$ cat config.mk
export PLATFORM = sky130hd
export DESIGN_NAME = ascii_command_frame_parser_flat
export DESIGN_NICKNAME = d
export VERILOG_FILES = /design/src/design/acfp_pkg.sv /design/src/design/acfp_if.sv /design/src/design/acfp_front.sv /design/src/design/acfp_queue.sv /design/src/design/acfp_back.sv /design/src/design/ascii_command_frame_parser.sv /design/src/flat_wrapper.sv
export SDC_FILE = /design/constraint.sdc
export NUM_CORES = 1
export LEC_CHECK = 0
export BUFFER_PORTS_ARGS = -buffer_cell sky130_fd_sc_hd__buf_2
export CAP_MARGIN = 40
export CORE_ASPECT_RATIO = 0.5
export CORE_UTILIZATION = 60
export CTS_CLUSTER_DIAMETER = 60
export CTS_CLUSTER_SIZE = 25
export DETAILED_ROUTE_END_ITERATION = 7
export GPL_TIMING_DRIVEN = 0
export PLACE_DENSITY = 0.86
export SLEW_MARGIN = 15
export SYNTH_ARGS = -nofsm -noshare
export SYNTH_HDL_FRONTEND = slang
export SYNTH_SLANG_ARGS = --single-unit
$ cat constraint.sdc
create_clock -name clk -period 16 [get_ports clk]
set_input_delay 1.6 -clock clk [delete_from_list [all_inputs] [get_ports clk]]
set_output_delay 1.6 -clock clk [all_outputs]
set_load 0.02 [all_outputs]
$ cat src/design/acfp_pkg.sv
`timescale 1ns / 1ps
// ----------------------------------------------------------------------------
// acfp_pkg: shared types and constants of the ASCII command frame parser
// Byte codes, register indexes, status codes and the classified-byte record
// that travels from the front end through the queue to the back end.
// ----------------------------------------------------------------------------
package acfp_pkg;

	// Parameter text limit and derived widths.
	localparam int PARAM_TEXT_SIZE = 16;
	localparam int TEXT_CNT_W      = $clog2(PARAM_TEXT_SIZE + 1);
	localparam int MANT_W          = 50;
	localparam int FRAC_W          = 4;
	localparam int CFG_IDX_W       = 3;

	localparam logic [TEXT_CNT_W-1:0] TEXT_LIMIT = TEXT_CNT_W'(PARAM_TEXT_SIZE);
	localparam logic [MANT_W-1:0]     MANT_MAX   = {MANT_W{1'b1}};
	localparam logic [FRAC_W-1:0]     FRAC_MAX   = {FRAC_W{1'b1}};

	// ASCII codes.
	localparam logic [7:0] CH_UPPER_A = 8'h41;
	localparam logic [7:0] CH_UPPER_Z = 8'h5A;
	localparam logic [7:0] CH_ZERO    = 8'h30;
	localparam logic [7:0] CH_NINE    = 8'h39;
	localparam logic [7:0] CH_DOT     = 8'h2E;
	localparam logic [7:0] CH_MINUS   = 8'h2D;
	localparam logic [7:0] CH_PLUS    = 8'h2B;

	// Configuration register indexes.
	localparam logic [CFG_IDX_W-1:0] REG_HEAD      = 3'd0;
	localparam logic [CFG_IDX_W-1:0] REG_TAIL      = 3'd1;
	localparam logic [CFG_IDX_W-1:0] REG_BROADCAST = 3'd2;
	localparam logic [CFG_IDX_W-1:0] REG_ID_MIN    = 3'd3;
	localparam logic [CFG_IDX_W-1:0] REG_ID_MAX    = 3'd4;
	localparam logic [CFG_IDX_W-1:0] REG_LOCAL     = 3'd5;

	// Result status codes.
	localparam logic [1:0] STATUS_OK       = 2'd0;
	localparam logic [1:0] STATUS_INVALID  = 2'd1;
	localparam logic [1:0] STATUS_MISMATCH = 2'd2;

	// One received byte together with its classification.
	typedef struct packed {
		logic [7:0] rx_byte;
		logic       is_head;
		logic       is_tail;
		logic       id_bad;
		logic       id_foreign;
		logic       is_upper;
		logic       is_digit;
		logic       is_sign;
		logic       is_minus;
		logic       is_dot;
		logic [3:0] digit;
	} class_t;

	// Push side of the queue between front and back.
	typedef struct packed {
		logic   valid;
		class_t rec;
	} push_t;

	// Pop side of the queue towards the back end.
	typedef struct packed {
		logic   valid;
		class_t rec;
	} pop_t;

endpackage

$ cat src/design/acfp_if.sv
`timescale 1ns / 1ps
// ----------------------------------------------------------------------------
// acfp interfaces: byte, result and configuration channels
// Each channel carries valid, ready and its payload, with a source and a
// sink modport.
// ----------------------------------------------------------------------------
interface acfp_byte_if;
	logic       valid;
	logic       ready;
	logic [7:0] rx_byte;

	modport source (output valid, output rx_byte, input ready);
	modport sink   (input valid, input rx_byte, output ready);
endinterface

interface acfp_result_if;
	logic                       valid;
	logic                       ready;
	logic [1:0]                 status;
	logic [7:0]                 node_id;
	logic [7:0]                 command_letter;
	logic [7:0]                 subcommand_letter;
	logic                       param_present;
	logic                       param_negative;
	logic [acfp_pkg::MANT_W-1:0] param_mantissa;
	logic [acfp_pkg::FRAC_W-1:0] param_frac_digits;

	modport source (output valid, output status, output node_id, output command_letter,
		output subcommand_letter, output param_present, output param_negative,
		output param_mantissa, output param_frac_digits, input ready);
	modport sink   (input valid, input status, input node_id, input command_letter,
		input subcommand_letter, input param_present, input param_negative,
		input param_mantissa, input param_frac_digits, output ready);
endinterface

interface acfp_cfg_if;
	logic                           valid;
	logic                           ready;
	logic [acfp_pkg::CFG_IDX_W-1:0] index;
	logic [7:0]                     data;

	modport source (output valid, output index, output data, input ready);
	modport sink   (input valid, input index, input data, output ready);
endinterface

$ cat src/design/acfp_front.sv
`timescale 1ns / 1ps
// ----------------------------------------------------------------------------
// acfp_front: configuration registers and byte classifier
// Holds the six configuration registers and classifies every accepted byte
// against them, pushing the classified record into the queue.
// ----------------------------------------------------------------------------
module acfp_front (
	input  logic                  clk,
	input  logic                  arst_n,
	acfp_cfg_if.sink              cfg,
	acfp_byte_if.sink             rx,
	input  logic                  q_full,
	output acfp_pkg::push_t       push
);

	logic [7:0] head_q, tail_q, bcast_q, id_min_q, id_max_q, local_q;
	logic [7:0] b;
	acfp_pkg::class_t rec;

	// Configuration writes are always taken.
	assign cfg.ready = 1'b1;

	always_ff @(posedge clk or negedge arst_n) begin
		if (!arst_n) begin
			head_q   <= 8'd60;
			tail_q   <= 8'd62;
			bcast_q  <= 8'd0;
			id_min_q <= 8'd1;
			id_max_q <= 8'd254;
			local_q  <= 8'd1;
		end else if (cfg.valid) begin
			unique case (cfg.index)
				acfp_pkg::REG_HEAD:      head_q   <= cfg.data;
				acfp_pkg::REG_TAIL:      tail_q   <= cfg.data;
				acfp_pkg::REG_BROADCAST: bcast_q  <= cfg.data;
				acfp_pkg::REG_ID_MIN:    id_min_q <= cfg.data;
				acfp_pkg::REG_ID_MAX:    id_max_q <= cfg.data;
				acfp_pkg::REG_LOCAL:     local_q  <= cfg.data;
				default: ;
			endcase
		end
	end

	// Classify the incoming byte; the back end picks the flags it needs by phase.
	assign b = rx.rx_byte;
	always_comb begin
		rec.rx_byte    = b;
		rec.is_head    = (b == head_q);
		rec.is_tail    = (b == tail_q);
		rec.id_bad     = !((b == bcast_q) || ((b >= id_min_q) && (b <= id_max_q)));
		rec.id_foreign = !((b == bcast_q) || (b == local_q));
		rec.is_upper   = (b >= acfp_pkg::CH_UPPER_A) && (b <= acfp_pkg::CH_UPPER_Z);
		rec.is_digit   = (b >= acfp_pkg::CH_ZERO) && (b <= acfp_pkg::CH_NINE);
		rec.is_sign    = (b == acfp_pkg::CH_PLUS) || (b == acfp_pkg::CH_MINUS);
		rec.is_minus   = (b == acfp_pkg::CH_MINUS);
		rec.is_dot     = (b == acfp_pkg::CH_DOT);
		rec.digit      = b[3:0];
	end

	// A byte is accepted whenever the queue has room.
	assign rx.ready   = !q_full;
	assign push.valid = rx.valid && !q_full;
	assign push.rec   = rec;

endmodule

$ cat src/design/acfp_queue.sv
`timescale 1ns / 1ps
// ----------------------------------------------------------------------------
// acfp_queue: two-entry queue of classified bytes
// Decouples the classifier from the frame sequencer so that either side may
// stall without at once holding up the other.
// ----------------------------------------------------------------------------
module acfp_queue (
	input  logic             clk,
	input  logic             arst_n,
	input  acfp_pkg::push_t  push,
	output logic             full,
	output acfp_pkg::pop_t   pop,
	input  logic             pop_take
);

	acfp_pkg::class_t ent_q [2];
	logic             wr_ptr_q;
	logic             rd_ptr_q;
	logic [1:0]       count_q;
	logic             do_push;
	logic             do_pop;

	assign full      = (count_q == 2'd2);
	assign pop.valid = (count_q != 2'd0);
	assign pop.rec   = ent_q[rd_ptr_q];
	assign do_push   = push.valid && !full;
	assign do_pop    = pop_take && pop.valid;

	// Entry storage.
	always_ff @(posedge clk) begin
		if (do_push) begin
			ent_q[wr_ptr_q] <= push.rec;
		end
	end

	// Pointers and fill count.
	always_ff @(posedge clk or negedge arst_n) begin
		if (!arst_n) begin
			wr_ptr_q <= 1'b0;
			rd_ptr_q <= 1'b0;
			count_q  <= 2'd0;
		end else begin
			if (do_push) begin
				wr_ptr_q <= !wr_ptr_q;
			end
			if (do_pop) begin
				rd_ptr_q <= !rd_ptr_q;
			end
			case ({do_push, do_pop})
				2'b10:   count_q <= count_q + 2'd1;
				2'b01:   count_q <= count_q - 2'd1;
				default: count_q <= count_q;
			endcase
		end
	end

endmodule

$ cat src/design/acfp_back.sv
`timescale 1ns / 1ps
// ----------------------------------------------------------------------------
// acfp_back: frame sequencer, decimal accumulator and result register
// Walks each classified byte through the frame phases, accumulates the
// parameter text and presents one result per frame in an output register.
// ----------------------------------------------------------------------------
module acfp_back (
	input  logic            clk,
	input  logic            arst_n,
	input  acfp_pkg::pop_t  pop,
	output logic            pop_take,
	acfp_result_if.source   result
);

	localparam logic [2:0] PH_HUNT = 3'd0;
	localparam logic [2:0] PH_ID   = 3'd1;
	localparam logic [2:0] PH_CMD  = 3'd2;
	localparam logic [2:0] PH_SUB  = 3'd3;
	localparam logic [2:0] PH_TEXT = 3'd4;

	localparam int PROD_W = acfp_pkg::MANT_W + 4;

	logic [2:0]                        phase_q;
	logic [7:0]                        held_id_q, held_cmd_q, held_sub_q;
	logic                              ef_id_q, ef_addr_q, ef_letter_q;
	logic [acfp_pkg::TEXT_CNT_W-1:0]   text_cnt_q;
	logic                              nf_digit_q, nf_dot_q, nf_neg_q, nf_bad_q;
	logic [acfp_pkg::MANT_W-1:0]       mant_q;
	logic [acfp_pkg::FRAC_W-1:0]       frac_q;

	logic                              out_valid_q;
	logic [1:0]                        out_status_q;
	logic [7:0]                        out_id_q, out_cmd_q, out_sub_q;
	logic                              out_has_q, out_neg_q;
	logic [acfp_pkg::MANT_W-1:0]       out_mant_q;
	logic [acfp_pkg::FRAC_W-1:0]       out_frac_q;

	acfp_pkg::class_t                  r;
	logic                              step;
	logic                              emit;
	logic [PROD_W-1:0]                 prod;
	logic [acfp_pkg::MANT_W-1:0]       mant_next;
	logic                              text_room;
	logic [1:0]                        status;
	logic                              param_ok;

	assign r        = pop.rec;
	assign pop_take = !out_valid_q || result.ready;
	assign step     = pop.valid && pop_take;
	assign emit     = step && (phase_q == PH_TEXT) && r.is_tail;

	// Times-ten accumulate with saturation at the top of the mantissa range.
	assign prod = PROD_W'({mant_q, 3'b000}) + PROD_W'({mant_q, 1'b0}) + PROD_W'(r.digit);
	assign mant_next = (prod[PROD_W-1:acfp_pkg::MANT_W] != 4'd0) ? acfp_pkg::MANT_MAX
		: prod[acfp_pkg::MANT_W-1:0];
	assign text_room = (text_cnt_q < acfp_pkg::TEXT_LIMIT);

	// Status of the frame closed by the tail byte, in priority order.
	always_comb begin
		param_ok = 1'b0;
		if (ef_id_q) begin
			status = acfp_pkg::STATUS_INVALID;
		end else if (ef_addr_q) begin
			status = acfp_pkg::STATUS_MISMATCH;
		end else if (ef_letter_q || !text_room) begin
			status = acfp_pkg::STATUS_INVALID;
		end else if (text_cnt_q == '0) begin
			status = acfp_pkg::STATUS_OK;
		end else if (nf_bad_q || !nf_digit_q) begin
			status = acfp_pkg::STATUS_INVALID;
		end else begin
			status   = acfp_pkg::STATUS_OK;
			param_ok = 1'b1;
		end
	end

	// Frame sequencer and parameter accumulation.
	always_ff @(posedge clk or negedge arst_n) begin
		if (!arst_n) begin
			phase_q     <= PH_HUNT;
			held_id_q   <= '0;
			held_cmd_q  <= '0;
			held_sub_q  <= '0;
			ef_id_q     <= 1'b0;
			ef_addr_q   <= 1'b0;
			ef_letter_q <= 1'b0;
			text_cnt_q  <= '0;
			nf_digit_q  <= 1'b0;
			nf_dot_q    <= 1'b0;
			nf_neg_q    <= 1'b0;
			nf_bad_q    <= 1'b0;
			mant_q      <= '0;
			frac_q      <= '0;
		end else if (step) begin
			unique case (phase_q)
				PH_HUNT: begin
					if (r.is_head) begin
						phase_q     <= PH_ID;
						ef_id_q     <= 1'b0;
						ef_addr_q   <= 1'b0;
						ef_letter_q <= 1'b0;
						text_cnt_q  <= '0;
						nf_digit_q  <= 1'b0;
						nf_dot_q    <= 1'b0;
						nf_neg_q    <= 1'b0;
						nf_bad_q    <= 1'b0;
						mant_q      <= '0;
						frac_q      <= '0;
					end
				end
				PH_ID: begin
					held_id_q <= r.rx_byte;
					ef_id_q   <= r.id_bad;
					ef_addr_q <= r.id_foreign;
					phase_q   <= PH_CMD;
				end
				PH_CMD: begin
					held_cmd_q  <= r.rx_byte;
					ef_letter_q <= ef_letter_q || !r.is_upper;
					phase_q     <= PH_SUB;
				end
				PH_SUB: begin
					held_sub_q  <= r.rx_byte;
					ef_letter_q <= ef_letter_q || !r.is_upper;
					phase_q     <= PH_TEXT;
				end
				PH_TEXT: begin
					if (r.is_tail) begin
						phase_q <= PH_HUNT;
					end else if (text_room) begin
						text_cnt_q <= text_cnt_q + acfp_pkg::TEXT_CNT_W'(1);
						if ((text_cnt_q == '0) && r.is_sign) begin
							if (r.is_minus) begin
								nf_neg_q <= 1'b1;
							end
						end else if (r.is_digit) begin
							nf_digit_q <= 1'b1;
							mant_q     <= mant_next;
							if (nf_dot_q && (frac_q != acfp_pkg::FRAC_MAX)) begin
								frac_q <= frac_q + acfp_pkg::FRAC_W'(1);
							end
						end else if (r.is_dot && !nf_dot_q) begin
							nf_dot_q <= 1'b1;
						end else begin
							nf_bad_q <= 1'b1;
						end
					end
				end
				default: begin
					phase_q <= PH_HUNT;
				end
			endcase
		end
	end

	// Output register valid flag.
	always_ff @(posedge clk or negedge arst_n) begin
		if (!arst_n) begin
			out_valid_q <= 1'b0;
		end else if (emit) begin
			out_valid_q <= 1'b1;
		end else if (result.ready) begin
			out_valid_q <= 1'b0;
		end
	end

	// Output register payload.
	always_ff @(posedge clk) begin
		if (emit) begin
			out_status_q <= status;
			out_id_q     <= held_id_q;
			out_cmd_q    <= held_cmd_q;
			out_sub_q    <= held_sub_q;
			out_has_q    <= param_ok;
			out_neg_q    <= param_ok && nf_neg_q;
			out_mant_q   <= param_ok ? mant_q : '0;
			out_frac_q   <= param_ok ? frac_q : '0;
		end
	end

	assign result.valid             = out_valid_q;
	assign result.status            = out_status_q;
	assign result.node_id           = out_id_q;
	assign result.command_letter    = out_cmd_q;
	assign result.subcommand_letter = out_sub_q;
	assign result.param_present     = out_has_q;
	assign result.param_negative    = out_neg_q;
	assign result.param_mantissa    = out_mant_q;
	assign result.param_frac_digits = out_frac_q;

endmodule

$ cat src/design/ascii_command_frame_parser.sv
`timescale 1ns / 1ps
// ----------------------------------------------------------------------------
// ascii_command_frame_parser: framed ASCII command decoder
// Received bytes enter on the rx channel, one per transaction. A frame opens
// at the head byte and carries a driver id, a command letter, a subcommand
// letter and optional signed decimal text; the first tail byte at frame
// index four or later closes it and yields one transaction on the result
// channel with status, the three header bytes and the decimal value
// (mantissa, fraction digit count, sign); the mantissa saturates at its top.
// Bytes outside a frame give nothing. The cfg channel writes the six 8-bit
// registers; it is always ready and must be written only while the parser
// is idle, which the block itself does not enforce. Throughput is one byte
// per cycle while the result receiver does not stall. Each byte is registered
// in the two-entry queue, and the sequencer loads the result into the output
// register at the edge that takes the tail byte from the queue. When the
// result receiver stalls, the held result waits in the output register, the
// sequencer stops and the queue fills; rx.ready falls only once both queue
// entries are taken. Reset restores the configuration defaults, empties the
// queue and puts the sequencer back to hunting for the head byte.
// ----------------------------------------------------------------------------
module ascii_command_frame_parser (
	input  logic          clk,
	input  logic          arst_n,
	acfp_cfg_if.sink      cfg,
	acfp_byte_if.sink     rx,
	acfp_result_if.source result
);

	acfp_pkg::push_t push;
	acfp_pkg::pop_t  pop;
	logic            q_full;
	logic            pop_take;

	acfp_front u_front (
		.clk    (clk),
		.arst_n (arst_n),
		.cfg    (cfg),
		.rx     (rx),
		.q_full (q_full),
		.push   (push)
	);

	acfp_queue u_queue (
		.clk      (clk),
		.arst_n   (arst_n),
		.push     (push),
		.full     (q_full),
		.pop      (pop),
		.pop_take (pop_take)
	);

	acfp_back u_back (
		.clk      (clk),
		.arst_n   (arst_n),
		.pop      (pop),
		.pop_take (pop_take),
		.result   (result)
	);

endmodule
$ cat src/flat_wrapper.sv
// flat-port wrapper written by rule: the top's interface ports become plain ports
module ascii_command_frame_parser_flat 
  (clk, arst_n, cfg_valid, cfg_index, cfg_data, cfg_ready, rx_valid, rx_rx_byte, rx_ready, result_valid, result_status, result_node_id, result_command_letter, result_subcommand_letter, result_param_present, result_param_negative, result_param_mantissa, result_param_frac_digits, result_ready);
  acfp_cfg_if cfg_i ();
  acfp_byte_if rx_i ();
  acfp_result_if result_i ();
  input  logic clk;
  input  logic arst_n;
  input wire logic [$bits(cfg_i.valid)-1:0] cfg_valid;
  input wire logic [$bits(cfg_i.index)-1:0] cfg_index;
  input wire logic [$bits(cfg_i.data)-1:0] cfg_data;
  output wire logic [$bits(cfg_i.ready)-1:0] cfg_ready;
  input wire logic [$bits(rx_i.valid)-1:0] rx_valid;
  input wire logic [$bits(rx_i.rx_byte)-1:0] rx_rx_byte;
  output wire logic [$bits(rx_i.ready)-1:0] rx_ready;
  output wire logic [$bits(result_i.valid)-1:0] result_valid;
  output wire logic [$bits(result_i.status)-1:0] result_status;
  output wire logic [$bits(result_i.node_id)-1:0] result_node_id;
  output wire logic [$bits(result_i.command_letter)-1:0] result_command_letter;
  output wire logic [$bits(result_i.subcommand_letter)-1:0] result_subcommand_letter;
  output wire logic [$bits(result_i.param_present)-1:0] result_param_present;
  output wire logic [$bits(result_i.param_negative)-1:0] result_param_negative;
  output wire logic [$bits(result_i.param_mantissa)-1:0] result_param_mantissa;
  output wire logic [$bits(result_i.param_frac_digits)-1:0] result_param_frac_digits;
  input wire logic [$bits(result_i.ready)-1:0] result_ready;
  assign cfg_i.valid = cfg_valid;
  assign cfg_i.index = cfg_index;
  assign cfg_i.data = cfg_data;
  assign cfg_ready = cfg_i.ready;
  assign rx_i.valid = rx_valid;
  assign rx_i.rx_byte = rx_rx_byte;
  assign rx_ready = rx_i.ready;
  assign result_valid = result_i.valid;
  assign result_status = result_i.status;
  assign result_node_id = result_i.node_id;
  assign result_command_letter = result_i.command_letter;
  assign result_subcommand_letter = result_i.subcommand_letter;
  assign result_param_present = result_i.param_present;
  assign result_param_negative = result_i.param_negative;
  assign result_param_mantissa = result_i.param_mantissa;
  assign result_param_frac_digits = result_i.param_frac_digits;
  assign result_i.ready = result_ready;
  ascii_command_frame_parser u_core (.clk(clk), .arst_n(arst_n), .cfg(cfg_i), .rx(rx_i), .result(result_i));
endmodule
After elaboration in Yosys (flattened, before gate mapping)
Memories as Yosys holds them, arrays and structs flattened. Index checks and enable logic that the tools add are counted.

Flip-flop bits (word level): 228. RAM bits: 42. Input bits: 24. Logic and storage cells: 197. Memories: 1.

Memories: u_core.u_queue.ent_q (words 2, width 21, rd ports 1, clocked after memory_dff 0, wr ports 1, line acfp_queue.sv:16) `acfp_pkg::class_t ent_q [2];`.

Add/subtract/negate cells: 6. Magnitude comparators: 7. Equal/unequal tests: 32. Multiplexer cells: 61. Reduce and logical (&&, ||, !) cells: 58.

Operators by type and width (count): 2-to-1 mux 50 bit (6); one-hot mux 50 bit (2 select lines) (1); adder 53 x 51 -> 54 bit (1); adder 54 x 4 -> 54 bit (1); equality test 8 bit (4); 2-to-1 mux 1 bit (31); equality test 8 x 6 -> 1 bit, second input constant (3); 2-to-1 mux 4 bit (6); AND reduction 8 bit (3); inequality test 2 bit, second input constant (9); AND reduction 2 bit (9); 2-to-1 mux 5 bit (3); one-hot mux 3 bit (5 select lines) (1); one-hot mux 1 bit (2 select lines) (7); AND reduction 7 bit (2); equality test 3 x 2 -> 1 bit, second input constant (4); logical AND 1 bit (12); nonzero test 2 bit (6); zero test 1 bit (10); one-hot mux 5 bit (2 select lines) (1); equality test 3 bit, second input constant (3); AND reduction 3 bit (3); greater-or-equal comparator 8 x 6 -> 1 bit, second input constant (1); greater-or-equal comparator 8 x 7 -> 1 bit, second input constant (1); 24 further kinds (36).

Longest topological paths before layout
Gate-level depths: netlist (run 1).

Word-level depth: 9. Mapped depth: 18. Depth with buffers taken out: 14.

By module
A second synthesis (run 1) with hierarchy kept.

Cells, all modules: 1384. Area, all modules: 15024.4 sq um.

Modules (own cells, without submodules): acfp_back (times used 1, cells an instance 1051, area an instance 10498.8 sq um, sequential area each 4814.6 sq um); acfp_front (times used 1, cells an instance 250, area an instance 2813.9 sq um, sequential area each 1223.7 sq um); acfp_queue (times used 1, cells an instance 83, area an instance 1711.6 sq um, sequential area each 1361.3 sq um).

Least setup slack after synthesis (run 1)
OpenSTA, ideal clock, no wires.

Path kind: input port to flip-flop. Start: in result_ready. End: reg u_core.u_back.out_cmd_q[0] (netlist: u_core.u_back.result.command_letter[0]), enable pin. Data arrival time: 7.530 ns. Slack: 7.847 ns. Cell stages on the path: 3. Buffers on the path: 0. Path through: nand2b_1 > o21ai_1 > nor3_1.

Longest elaborated chain between the ends: 4.

RTL lines: start: declaration (line flat_wrapper.sv:25) `input wire logic [$bits(result_i.ready)-1:0] result_ready;`; logical OR 1 bit (line acfp_back.sv:48) `assign pop_take = !out_valid_q || result.ready;`; logical AND 1 bit (line acfp_back.sv:49) `assign step = pop.valid && pop_take;`; logical AND 1 bit (2 in a row) (line acfp_back.sv:50) `assign emit = step && (phase_q == PH_TEXT) && r.is_tail;`; net u_core.u_back.emit (line acfp_back.sv:40) `logic emit;`; end signal: assignment (line acfp_back.sv:172) `out_cmd_q <= held_cmd_q;`; end: declaration (line acfp_back.sv:33) `logic [7:0] out_id_q, out_cmd_q, out_sub_q;`.

The timed path passes the listed nets, and every way through them passes these cells. A chain may end at the register's enable or synchronous reset.

Final worst setup path (run 1)
Start: reg u_core.u_queue.rd_ptr_q. End: reg u_core.u_back.mant_q[9] in the netlist's numbering.

Longest elaborated chain between the ends: 9. Elaborated cells between the ends (all ways): 15. Classes of those cells: 1 x add/sub; 4 x eq/ne; 6 x mux; 3 x reduce/logical; 1 x memory.

RTL lines: start: declaration (line acfp_queue.sv:18) `logic rd_ptr_q;`; start signal: assignment (line acfp_queue.sv:47) `rd_ptr_q <= !rd_ptr_q;`; memory (2 x 21 bit) (*); adder 54 x 4 -> 54 bit (line acfp_back.sv:53) `assign prod = PROD_W'({mant_q, 3'b000}) + PROD_W'({mant_q, 1'b0}) + PROD_W'(r.digit);`; nonzero test 4 bit (line acfp_back.sv:54) `assign mant_next = (prod[PROD_W-1:acfp_pkg::MANT_W] != 4'd0) ? acfp_pkg::MANT_MAX`; 2-to-1 mux 50 bit (line acfp_back.sv:54); 2-to-1 mux 50 bit (line acfp_back.sv:136) `end else if (r.is_digit) begin`; 2-to-1 mux 50 bit (line acfp_back.sv:132) `if ((text_cnt_q == '0) && r.is_sign) begin`; 2-to-1 mux 50 bit (line acfp_back.sv:130) `end else if (text_room) begin`; 2-to-1 mux 50 bit (line acfp_back.sv:128) `if (r.is_tail) begin`; one-hot mux 50 bit (2 select lines) (line acfp_back.sv:95) `unique case (phase_q)`; end signal: assignment (line acfp_back.sv:138) `mant_q <= mant_next;`; end: declaration (line acfp_back.sv:28) `logic [acfp_pkg::MANT_W-1:0] mant_q;`.

Mark *: on every way between the ends. The rest lies on a longest branch, timed or not. The select of a mux whose other input is x is not followed.

==> flow_metrics.tcl, run 1 <==
set metrics [dict create \
    yosys.area.top_type_share_pct 24.2 \
    critical_path_class "reg -> reg" \
    synth_area_per_cell_um2 11.0 \
    first_global_vias 10800 \
    core.rowCount 39 \
    detail_route.drc_violations 0 \
    power_density_nw_per_um2 191 \
    cts_made_buffers 16 \
    leading_post_synthesis_cells_by_cell_area "sky130_fd_sc_hd__edfxtp_1 (24%), sky130_fd_sc_hd__dfrtp_1 (22%), sky130_fd_sc_hd__ha_1 (10%)" \
    die-area_um2 24600 \
    route.detailed.wl_per_inst_um 18.5 \
    run_status "finished, final reports clean" \
    netlist_cell_types 72 \
    power.total_mw 3.05 \
    finalNetCount 1589 \
    crit_path_end_kind "flip-flop" \
    master_cell_of_the_clock_root_buffer "sky130_fd_sc_hd__clkbuf_16" \
    coreArea_um2 23200 \
    cts_tree "yes" \
    main_flop_type_after_synthesis "sky130_fd_sc_hd__dfrtp_1" \
    detailedPlace.worstSlack_ns 10.50 \
    total_number_of_vias 10800 \
    syn-num-nets 1452 \
    cts.sink_count 262 \
    post_drt_via_cell_ratio 6.11 \
    cp_max_fo 10 \
    post_synth_inst_count 1307 \
    fin_crit_sh_pct 35.6 \
    fp.dieH_um 111 \
    cts-htree-levels 1 \
    io_buffers 106 \
    synth-edff-count 116 \
    synth.ff_latch_count 262 \
    grt_overflow_total 0 \
    gr-usage-all-layers_pct 27.1 \
    max_stage_delay_ns 0.66 \
    syn_std_cell_area_um2 14400 \
    cp_cell_sequence "clkbuf_1, clkbuf_1, mux2i_1, inv_1, ha_1, ha_1, fa_1, a21o_1, a31oi_1, nor3b_1, o211ai_1, a31oi_1, or3_1, a221oi_2, and2_1, buf_6, buf_8, a31oi_2" \
    cts.clk_slew.worst_paths_ns 0.10 \
    postCtsResizedCells 0 \
    setup-tns-final_ns 0 \
    areaGrowthSynthToFinish_pct 11.0 \
    grt_start_max_net_pins 89 \
    globalplace.congestion 0.956 \
    finalHoldViolations 0 \
    clk_lat_worst_skew_ns 0.53 \
    post-route-min-period_ns 5.70 \
    crit_required_ns 16.37 \
    cts_hold_repair.buffers 0 \
    worst_pin_slew_ns 0.848 \
    timing.slew.headroom_pct 43.4 \
    yosysTopAreaCell "sky130_fd_sc_hd__edfxtp_1" \
    ir_worst_vdd_mv 0.0986 \
    library_cell_with_the_highest_instance_count_after_synthesis "sky130_fd_sc_hd__dfrtp_1" \
    maximum_buffer_depth_of_the_clock_tree 3 \
    postRouteAntennaNets 0 \
    grt_setup_unrepaired "false" \
    drt-total-wl_um 32600 \
    worst_setup_path_start_kind "flip-flop" \
    cp_data_arrival_time_ns 6.07 \
    post-place-cells 1733 \
    setup_violations 0 \
    post-dp-hpwl_um 24100 \
    drt_pre_antenna_iters 5 \
    timing.final.max_slew_violations 0 \
    seq_area_frac_synth_pct 49.8 \
    final.setup_skew_ns 0.0279 \
    finalWorstSetupSlack_ns 10.30 \
    stdcell_count 1761 \
    synthArstFlopShare_pct 55.7 \
    antenna-diode-count 0 \
    number_of_antenna_violations_at_the_first_check_in_global_routing 0 \
    power.leakage_nw 6.83 \
    synth_warnings 0 \
    drt_first_iter_violations 1000 \
    cp_slowest_cell "sky130_fd_sc_hd__mux2i_1" \
    fp.dieW_um 221 \
    initial_core_util_pct 62.1 \
    grt_pass1_wl_um 54100 \
    worstHoldPathType "reg -> reg" \
    post_synth_most_frequent_cells "sky130_fd_sc_hd__dfrtp_1 (128), sky130_fd_sc_hd__ha_1 (119), sky130_fd_sc_hd__edfxtp_1 (116), sky130_fd_sc_hd__o21ai_0 (89), sky130_fd_sc_hd__a21oi_1 (88)" \
    max_freq_mhz 176 \
    drv_cap 0 \
    cts_setup_buffers 0 \
    layout-drive-gt1-share_pct 16.5 \
    ioPinCount 109 \
]
sequential cells by signal, summed over array words and instances, names as in the netlist, 5 cells and up:
name	cells
u_core.u_front.id_max_q	8
u_core.u_back.mant_q	50
u_core.u_back.result.subcommand_letter	8
u_core.u_front.id_min_q	8
u_core.u_back.text_cnt_q	5
u_core.u_front.bcast_q	8
u_core.u_back.result.command_letter	8
u_core.u_front.head_q	8
u_core.u_queue.ent_q	34
u_core.u_back.result.param_mantissa	50
u_core.u_back.held_sub_q	8
u_core.u_front.tail_q	8
u_core.u_back.result.node_id	8
u_core.u_back.held_id_q	8
u_core.u_back.held_cmd_q	8
u_core.u_front.local_q	8
power breakdown:
| part | internal (mW) | switching (mW) |
|---|---|---|
| Combinational | 0.601 | 0.981 |
| Sequential | 0.898 | 0.134 |
| Clock | 0.198 | 0.238 |
| Total | 1.70 | 1.35 |
per-layer routing:
metal  GRT usage, %  part of all wire [%]  vias to the layer above  routed length [um]
li1               -                     -                     5076                   -
met1           34.9                    42                     5262               13700
met2           47.1                    49                      354               16000
met3           4.91                   6.4                       74                2080
met4           8.25                   2.6                        0                 842
met5              0                     0                        -                   0
kinds of logic (layout without fill, tap and decap cells):
logic type               count (synthesis)  in the layout  share of synthesized area (%)
buffers and inverters                  106            253                           3.16
flip-flops                             262            262                           49.8
adder cells (fa/ha/maj)                121            121                           10.6
AND/OR/NAND/NOR                        336            336                           12.1
XOR/XNOR                                85             85                           5.17
AO/OA/AOI/OAI                          336            336                           14.6
multiplexers                            60             60                           4.57
other                                    1              1                         0.0261
metrics by stage:
| stage | utilization (%) | area [um^2] | hold slack (ns) |
|---|---|---|---|
| after CTS | 68.9 | 16000 | 0.454 |
| after detailed placement | 66.7 | 15500 | 0.433 |
| after global routing | 68.9 | 16000 | 0.462 |
| after global placement | 66.0 | 15300 | 0.434 |
| final | 68.9 | 16000 | 0.453 |
| after floorplan | - | 14400 | 0.426 |
cells in the final DEF, fill, tap and decap left out, types with 4 or more instances in the layout:
cell type and n:
sky130_fd_sc_hd__dfrtp_1 128, sky130_fd_sc_hd__ha_1 119, sky130_fd_sc_hd__edfxtp_1 116, sky130_fd_sc_hd__buf_2 113, sky130_fd_sc_hd__o21ai_0 89, sky130_fd_sc_hd__a21oi_1 88, sky130_fd_sc_hd__nor2_1 73, sky130_fd_sc_hd__nand2_1 69
sky130_fd_sc_hd__and2_1 65, sky130_fd_sc_hd__clkbuf_1 63, sky130_fd_sc_hd__xnor2_1 50, sky130_fd_sc_hd__mux2_2 45, sky130_fd_sc_hd__a31oi_1 42, sky130_fd_sc_hd__inv_1 35, sky130_fd_sc_hd__xor2_1 35, sky130_fd_sc_hd__a21o_1 33
sky130_fd_sc_hd__nand3_1 31, sky130_fd_sc_hd__nand4_1 22, sky130_fd_sc_hd__dfstp_2 18, sky130_fd_sc_hd__nor3_1 16, sky130_fd_sc_hd__clkbuf_16 16, sky130_fd_sc_hd__mux2i_1 15, sky130_fd_sc_hd__a22o_1 11, sky130_fd_sc_hd__nand2b_1 10
sky130_fd_sc_hd__buf_4 10, sky130_fd_sc_hd__and3_1 9, sky130_fd_sc_hd__a22oi_1 9, sky130_fd_sc_hd__o21ai_2 9, sky130_fd_sc_hd__o21a_1 6, sky130_fd_sc_hd__buf_6 6, sky130_fd_sc_hd__o31ai_1 5, sky130_fd_sc_hd__nand3b_1 5
sky130_fd_sc_hd__nor4_1 4, sky130_fd_sc_hd__nor2b_1 4, sky130_fd_sc_hd__and4_1 4, sky130_fd_sc_hd__o21bai_1 4, sky130_fd_sc_hd__o211ai_1 4
area by class of cell:
cell class              instances  area, um^2
fillers                      1668        7210
flip-flops and latches        262        7160
inverters                      35         131
plain buffers                  71         323
multi-input cells             939        6800
repair buffers                119         661
well taps                     307         384
clock buffers                  22         423
clock inverters                 6        82.6
final timing paths:
kind | from | end | slack (ns) | cells past startpoint
max | u_core.u_queue.rd_ptr_q | u_core.u_back.mant_q[9] | 10.30 | 18
min | u_core.u_back.held_cmd_q[2] | u_core.u_back.result.command_letter[2] | 0.45 | 0
max reg2reg | u_core.u_queue.rd_ptr_q | u_core.u_back.mant_q[9] | 10.30 | 18
min reg2reg | u_core.u_back.held_cmd_q[2] | u_core.u_back.result.command_letter[2] | 0.45 | 0
max in group asynchronous | arst_n | u_core.u_back.mant_q[21] | 14.17 | 2
min in group asynchronous | arst_n | u_core.u_front.id_min_q[3] | 0.99 | 1
worst max-delay path, delay by kind of cell, from the launching register on:
family / cells / cell delay (ns)
multiplexers: 1 / 0.66
adder cells (fa/ha/maj): 3 / 0.96
AND/OR/NAND/NOR: 3 / 0.69
flip-flops: 1 / 0.34
AO/OA/AOI/OAI: 6 / 1.45
buffers and inverters: 5 / 1.44
Note: power is estimated with default switching activity, not from simulation.
==> run 2: changes to the inputs <==
- CORE_UTILIZATION: 60 -> 55
- PLACE_DENSITY: 0.86 -> 0.83
- clock period: 16 -> 5 ns (I/O delays scaled with it)
==> flow_metrics.tcl, run 2 (synthesized netlist as in run 1, its figures left out) <==
set metrics [dict create \
    run_status "finished, final reports clean" \
    post-route-min-period_ns 4.76 \
    drv_cap 0 \
    power_frac_clock_pct 13.5 \
    fp.dieH_um 116 \
    cp_max_fo 10 \
    cts_tree "yes" \
    worstHoldPathType "in -> reg" \
    die-area_um2 26800 \
    io_buffers 106 \
    fp.dieW_um 231 \
    post-place-cells 1764 \
    grt_start_max_net_pins 107 \
    drt-total-wl_um 32600 \
    finalHoldViolations 0 \
    worst_pin_slew_ns 0.890 \
    cts.sink_count 262 \
    layout.cells.most_common_list "sky130_fd_sc_hd__dfrtp_1 (127), sky130_fd_sc_hd__ha_1 (119), sky130_fd_sc_hd__edfxtp_1 (116)" \
    crit_path_end_kind "flip-flop" \
    post-dp-hpwl_um 24000 \
    critical_path_class "reg -> reg" \
    power.leakage_nw 6.79 \
    post_drt_via_cell_ratio 5.90 \
    multi_input_area_um2 6840 \
    worst_setup_path_start_kind "flip-flop" \
    fin_crit_sh_pct 95.1 \
    mostFrequentLayoutCell "sky130_fd_sc_hd__dfrtp_1" \
    ff2ff_setup_slack_ns 0.24 \
    total_number_of_vias 10600 \
    first_global_vias 10200 \
    layout.cell_area.non_filler_um2 16000 \
    met3_length_um 1490 \
    fillCellCount 2021 \
    stdcell_count 1792 \
    power_density_nw_per_um2 606 \
    antenna-diode-count 0 \
    route.detailed.wl_per_inst_um 18.2 \
    power.net_switching_mw 4.30 \
    wl_met2_um 15900 \
    comb_power_share_pct 52.4 \
    grt_overflow_total 0 \
    crit_required_ns 5.35 \
    postRouteAntennaNets 0 \
    wirelength_met1_um 14400 \
    share_seq_of_total_power_pct 34.1 \
    coreArea_um2 25400 \
    layout-drive-gt1-share_pct 16.5 \
    areaGrowthSynthToFinish_pct 11.1 \
    cts.clk_slew.worst_paths_ns 0.10 \
    master_cell_of_the_clock_root_buffer "sky130_fd_sc_hd__clkbuf_16" \
    number_of_antenna_violations_at_the_first_check_in_global_routing 0 \
    cts-htree-levels 1 \
    globalplace.congestion 0.941 \
    finalWorstSetupSlack_ns 0.243 \
    cp_data_arrival_time_ns 5.11 \
    cts_made_buffers 15 \
    detailedPlace.worstSlack_ns -0.503 \
    detail_route.drc_violations 0 \
    intPower_mw 5.39 \
    power.total_mw 9.70 \
    timing.slew.headroom_pct 40.4 \
    area_of_all_sequential_standard_cells_um2 7160 \
    max_freq_mhz 210 \
    maximum_buffer_depth_of_the_clock_tree 3 \
    placed_area_um2 15500 \
    drt_pre_antenna_iters 5 \
    grt_pass1_wl_um 52100 \
    highest-signal-layer "met4" \
    ir_worst_vdd_mv 0.266 \
    finalNetCount 1584 \
    timing.final.max_slew_violations 0 \
    switching_part_of_the_total_power_pct 44.4 \
    ioPinCount 109 \
    setup_violations 0 \
    core.rowCount 41 \
    timing.hold.ws_ns 0.221 \
    drt_first_iter_violations 790 \
    clk_lat_worst_skew_ns 0.52 \
    gr-usage-all-layers_pct 24.5 \
    initial_core_util_pct 56.5 \
    cts_setup_buffers 0 \
    grt_setup_unrepaired "false" \
    final.setup_skew_ns 0.0323 \
]
## run 2: worst max-delay path: stages, from the launching register on
cell and delay (ns):
sky130_fd_sc_hd__dfrtp_2 0.52, sky130_fd_sc_hd__buf_4 0.29, sky130_fd_sc_hd__mux2i_4 0.36, sky130_fd_sc_hd__inv_1 0.09, sky130_fd_sc_hd__ha_1 0.28, sky130_fd_sc_hd__ha_1 0.22, sky130_fd_sc_hd__fa_1 0.42, sky130_fd_sc_hd__a21o_1 0.21
sky130_fd_sc_hd__a31oi_1 0.32, sky130_fd_sc_hd__nor3b_1 0.13, sky130_fd_sc_hd__o211ai_1 0.36, sky130_fd_sc_hd__a31oi_1 0.18, sky130_fd_sc_hd__or3_1 0.35, sky130_fd_sc_hd__a221oi_2 0.31, sky130_fd_sc_hd__and2_1 0.18, sky130_fd_sc_hd__buf_6 0.13
sky130_fd_sc_hd__buf_6 0.15, sky130_fd_sc_hd__a31oi_1 0.10
## run 2: what timing repair did
action / CTS / global route
setup endpoints to repair: 50 / 50
endpoints found under the hold margin: 40 / 0
hold buffers: 1 / 0
gates resized for setup: 4 / 5
## run 2: final cells by class
class | count | share of cell area, %
Tap cell | 344 | 2.69
Multi-Input combinational cell | 939 | 42.7
Inverter | 35 | 0.822
Sequential cell | 262 | 44.8
Clock buffer | 21 | 2.49
Timing Repair Buffer | 116 | 4.17
Clock inverter | 5 | 0.282
Buffer | 70 | 2.02
## run 2: worst paths after layout
kind | from | to | depth (start not counted)
worst max-delay path | u_core.u_queue.rd_ptr_q | u_core.u_back.mant_q[41] | 17
worst min-delay path | rx_rx_byte[0] | u_core.u_queue.ent_q[0][13] | 1
worst max register to register | u_core.u_queue.rd_ptr_q | u_core.u_back.mant_q[41] | 17
worst min register to register | u_core.u_back.held_sub_q[6] | u_core.u_back.result.subcommand_letter[6] | 0
max in group asynchronous | arst_n | u_core.u_front.id_max_q[3] | 3
min in group asynchronous | arst_n | u_core.u_back.mant_q[33] | 2
## run 2: per-stage QoR
stage               setup TNS (ns)  utilization, %
floorplan                        0               -
detailed placement          -24.00            60.9
CTS                              0            62.7
finish                           0            62.8
global placement            -81.19            60.3
global route                     0            62.8
## run 2: layer usage
layer	global-route usage, %	vias to the layer above
met1	32.1	5208
met3	3.52	58
li1	-	5045
met4	7.11	0
met2	43.0	268
met5	0	-
## run 2: power by group through the flow
stage | Sequential, mW | Clock [mW] | Combinational (mW)
after floorplan | 3.25 | 0 | 3.76
after global placement | 3.31 | 0 | 4.78
after detailed placement | 3.33 | 0 | 4.98
after CTS | 3.30 | 1.33 | 5.02
after global routing | 3.38 | 1.40 | 5.63
final | 3.31 | 1.31 | 5.08
==> run 3: changes to the inputs <==
- CORE_UTILIZATION: 55 -> 45
- CTS_BUF_LIST: not set -> sky130_fd_sc_hd__clkbuf_16
- PLACE_DENSITY: 0.83 -> 0.71
- SYNTH_HIERARCHICAL: not set -> 1
==> flow_metrics.tcl, run 3 <==
set metrics [dict create \
    intPower_mw 5.69 \
    timing.slew.headroom_pct 42.0 \
    grt-busiest-layer "met2" \
    synth.ff_latch_count 270 \
    groute.layer.met3.usage_pct 3.09 \
    post_synth_inst_count 1384 \
    share_seq_of_total_power_pct 33.9 \
    power_frac_clock_pct 15.3 \
    grt_pass1_wl_um 53700 \
    netlist_cell_types 72 \
    run_status "finished, final reports clean" \
    worst_setup_path_start_kind "flip-flop" \
    cts_made_buffers 17 \
    ir_worst_vdd_mv 0.347 \
    final.setup_skew_ns 0.0133 \
    cts_setup_buffers 0 \
    cp_slowest_cell "sky130_fd_sc_hd__fa_1" \
    ioPinCount 109 \
    yosysTopAreaCell "sky130_fd_sc_hd__edfxtp_1" \
    areaGrowthSynthToFinish_pct 12.1 \
    postCtsResizedCells 0 \
    yosys.area.top_type_share_pct 24.8 \
    number_of_antenna_violations_at_the_first_check_in_global_routing 1 \
    mostFrequentLayoutCell "sky130_fd_sc_hd__dfrtp_1" \
    core.rowCount 46 \
    power.net_switching_mw 4.33 \
    cts_hold_repair.buffers 1 \
    postRouteAntennaNets 0 \
    cp_data_arrival_time_ns 5.07 \
    max_freq_mhz 215 \
    synth-edff-count 124 \
    power.leakage_nw 7.30 \
    synth_area_per_cell_um2 10.9 \
    drt_first_iter_violations 996 \
    route.detailed.wl_per_inst_um 16.7 \
    crit_path_end_kind "flip-flop" \
    finalNetCount 1661 \
    grtUsageMet2_pct 31.8 \
    post_drt_via_cell_ratio 5.44 \
    post_synth_most_frequent_cells "sky130_fd_sc_hd__dfrtp_1 (128), sky130_fd_sc_hd__edfxtp_1 (124), sky130_fd_sc_hd__ha_1 (119), sky130_fd_sc_hd__nor2_1 (105), sky130_fd_sc_hd__nand2_1 (93)" \
    drt-total-wl_um 32800 \
    initial_core_util_pct 46.6 \
    worstHoldPathType "in -> reg" \
    fp.dieW_um 260 \
    seq_area_frac_synth_pct 49.3 \
    switching_part_of_the_total_power_pct 43.2 \
    ff2ff_setup_slack_ns 0.35 \
    total_number_of_vias 10700 \
    global_route.usage.met1_pct 27.4 \
    fp.dieH_um 131 \
    io_buffers 105 \
    synth_warnings 6 \
    coreArea_um2 32200 \
    first_global_vias 10300 \
    setup-tns-final_ns 0 \
    grt_overflow_total 0 \
    detail_route.drc_violations 0 \
    syn_std_cell_area_um2 15000 \
    synthArstFlopShare_pct 54.1 \
    detailedPlace.worstSlack_ns 0.450 \
    post-route-min-period_ns 4.65 \
    master_cell_of_the_clock_root_buffer "sky130_fd_sc_hd__clkbuf_16" \
    cts.clk_slew.worst_paths_ns 0.09 \
    drt_pre_antenna_iters 5 \
    gr-usage-all-layers_pct 19.4 \
    clk_lat_worst_skew_ns 0.52 \
    cp_max_fo 10 \
    critical_path_class "reg -> reg" \
    cts-htree-levels 1 \
    worst_pin_slew_ns 0.863 \
    leading_post_synthesis_cells_by_cell_area "sky130_fd_sc_hd__edfxtp_1 (25%), sky130_fd_sc_hd__dfrtp_1 (21%), sky130_fd_sc_hd__ha_1 (9.9%)" \
    cts.sink_count 270 \
    maximum_buffer_depth_of_the_clock_tree 3 \
    layout-drive-gt1-share_pct 19.6 \
    main_flop_type_after_synthesis "sky130_fd_sc_hd__dfrtp_1" \
    crit_required_ns 5.42 \
    fillCellCount 2953 \
    timing.final.max_slew_violations 0 \
    fin_crit_sh_pct 93.1 \
    post-dp-hpwl_um 24300 \
    finalHoldViolations 0 \
    die-area_um2 34200 \
    comb_power_share_pct 50.8 \
    drv_cap 0 \
    grt_setup_unrepaired "false" \
    globalplace.congestion 0.900 \
    layout.cells.most_common_list "sky130_fd_sc_hd__dfrtp_1 (128), sky130_fd_sc_hd__edfxtp_1 (124), sky130_fd_sc_hd__buf_2 (122)" \
    finalWorstSetupSlack_ns 0.345 \
    library_cell_with_the_highest_instance_count_after_synthesis "sky130_fd_sc_hd__dfrtp_1" \
    grt_start_max_net_pins 89 \
    cts_tree "yes" \
    cp_cell_sequence "buf_4, mux2_2, inv_1, fa_1, inv_1, fa_1, a211oi_1, o211ai_1, a211oi_1, a21oi_1, o21ai_1, a21oi_1, o21a_1, o211ai_2, buf_2, nor3_1, nor3_1" \
    power.total_mw 10.0 \
    syn-num-nets 1529 \
    max_stage_delay_ns 0.53 \
    setup_violations 0 \
    power_density_nw_per_um2 595 \
    antenna-diode-count 0 \
]
run 3: cell count changes after synthesis, sizes merged, moves of 14 or more:
cell | before | now
mux2i | 15 | 1
mux2 | 45 | 88
a31oi | 43 | 11
nand2 | 69 | 93
nor2 | 74 | 106
nor3 | 17 | 55
buf | 14 | 37
run 3: final timing paths:
kind | startpoint | endpoint | cells after the start
min reg2reg | u_core/u_back/held_cmd_q[4] | u_core/u_back/result.command_letter[4] | 0
max | u_core/u_queue/rd_ptr_q | u_core/u_back/mant_q[30] | 17
min in group asynchronous | arst_n | u_core/u_front/id_min_q[1] | 2
min | rx_rx_byte[0] | u_core/u_queue/ent_q[0][0] | 1
max reg2reg | u_core/u_queue/rd_ptr_q | u_core/u_back/mant_q[30] | 17
max in group asynchronous | arst_n | u_core/u_back/mant_q[34] | 3
run 3: routing by layer:
layer / routed length [um] / share of wire, % / up-vias
met5: 0 / 0 / -
met4: 491 / 1.5 / 0
met3: 1530 / 4.7 / 40
met2: 15400 / 47 / 206
met1: 15400 / 47 / 5177
li1: - / - / 5230
run 3: per-stage QoR:
stage	hold WS, ns	instance area (um^2)	util [%]	cells
final	0.167	16800	52.2	1959
after global routing	0.141	16800	52.2	1959
after CTS	0.148	16800	52.2	1958
after detailed placement	0.425	16200	50.4	1927
after global placement	0.426	16100	49.9	1921
after floorplan	0.204	15000	-	1384
run 3: kinds of logic after synthesis:
family,Yosys count,synth area share [%]
simple gates,414,13.7
mux,89,6.66
buf+inv,128,3.83
xor+xnor,82,4.78
compound gates,279,11.6
fa+ha+maj,121,10.2
flops,270,49.3
other cells,1,0.0250
run 3: final cells by class:
cell class                 count  area (um^2)  area share [%]
sequential                   270         7400            43.9
tap                          432          541            3.21
timing repair buffer         113          682            4.05
buffer                        82          403            2.39
inverter                      46          173            1.03
clock buffer                  18          450            2.67
clock inverter                12          126           0.750
multi-input combinational    986         7070            42.0
run 3: worst max-delay path: cells and delay by family, from the launching register on:
family          cells  cell delay, ns
mux                 1            0.23
flops               1            0.42
buf+inv             4            0.70
simple gates        2            0.28
compound gates      8            1.90
fa+ha+maj           2            1.00
run 3: power groups by stage:
stage               clock network [mW]  registers [mW]  logic (mW)
floorplan                            0            3.34        3.83
global placement                     0            3.44        4.91
detailed placement                   0            3.45        5.02
CTS                               1.57            3.40        5.06
global route                      1.66            3.48        5.71
finish                            1.53            3.40        5.09
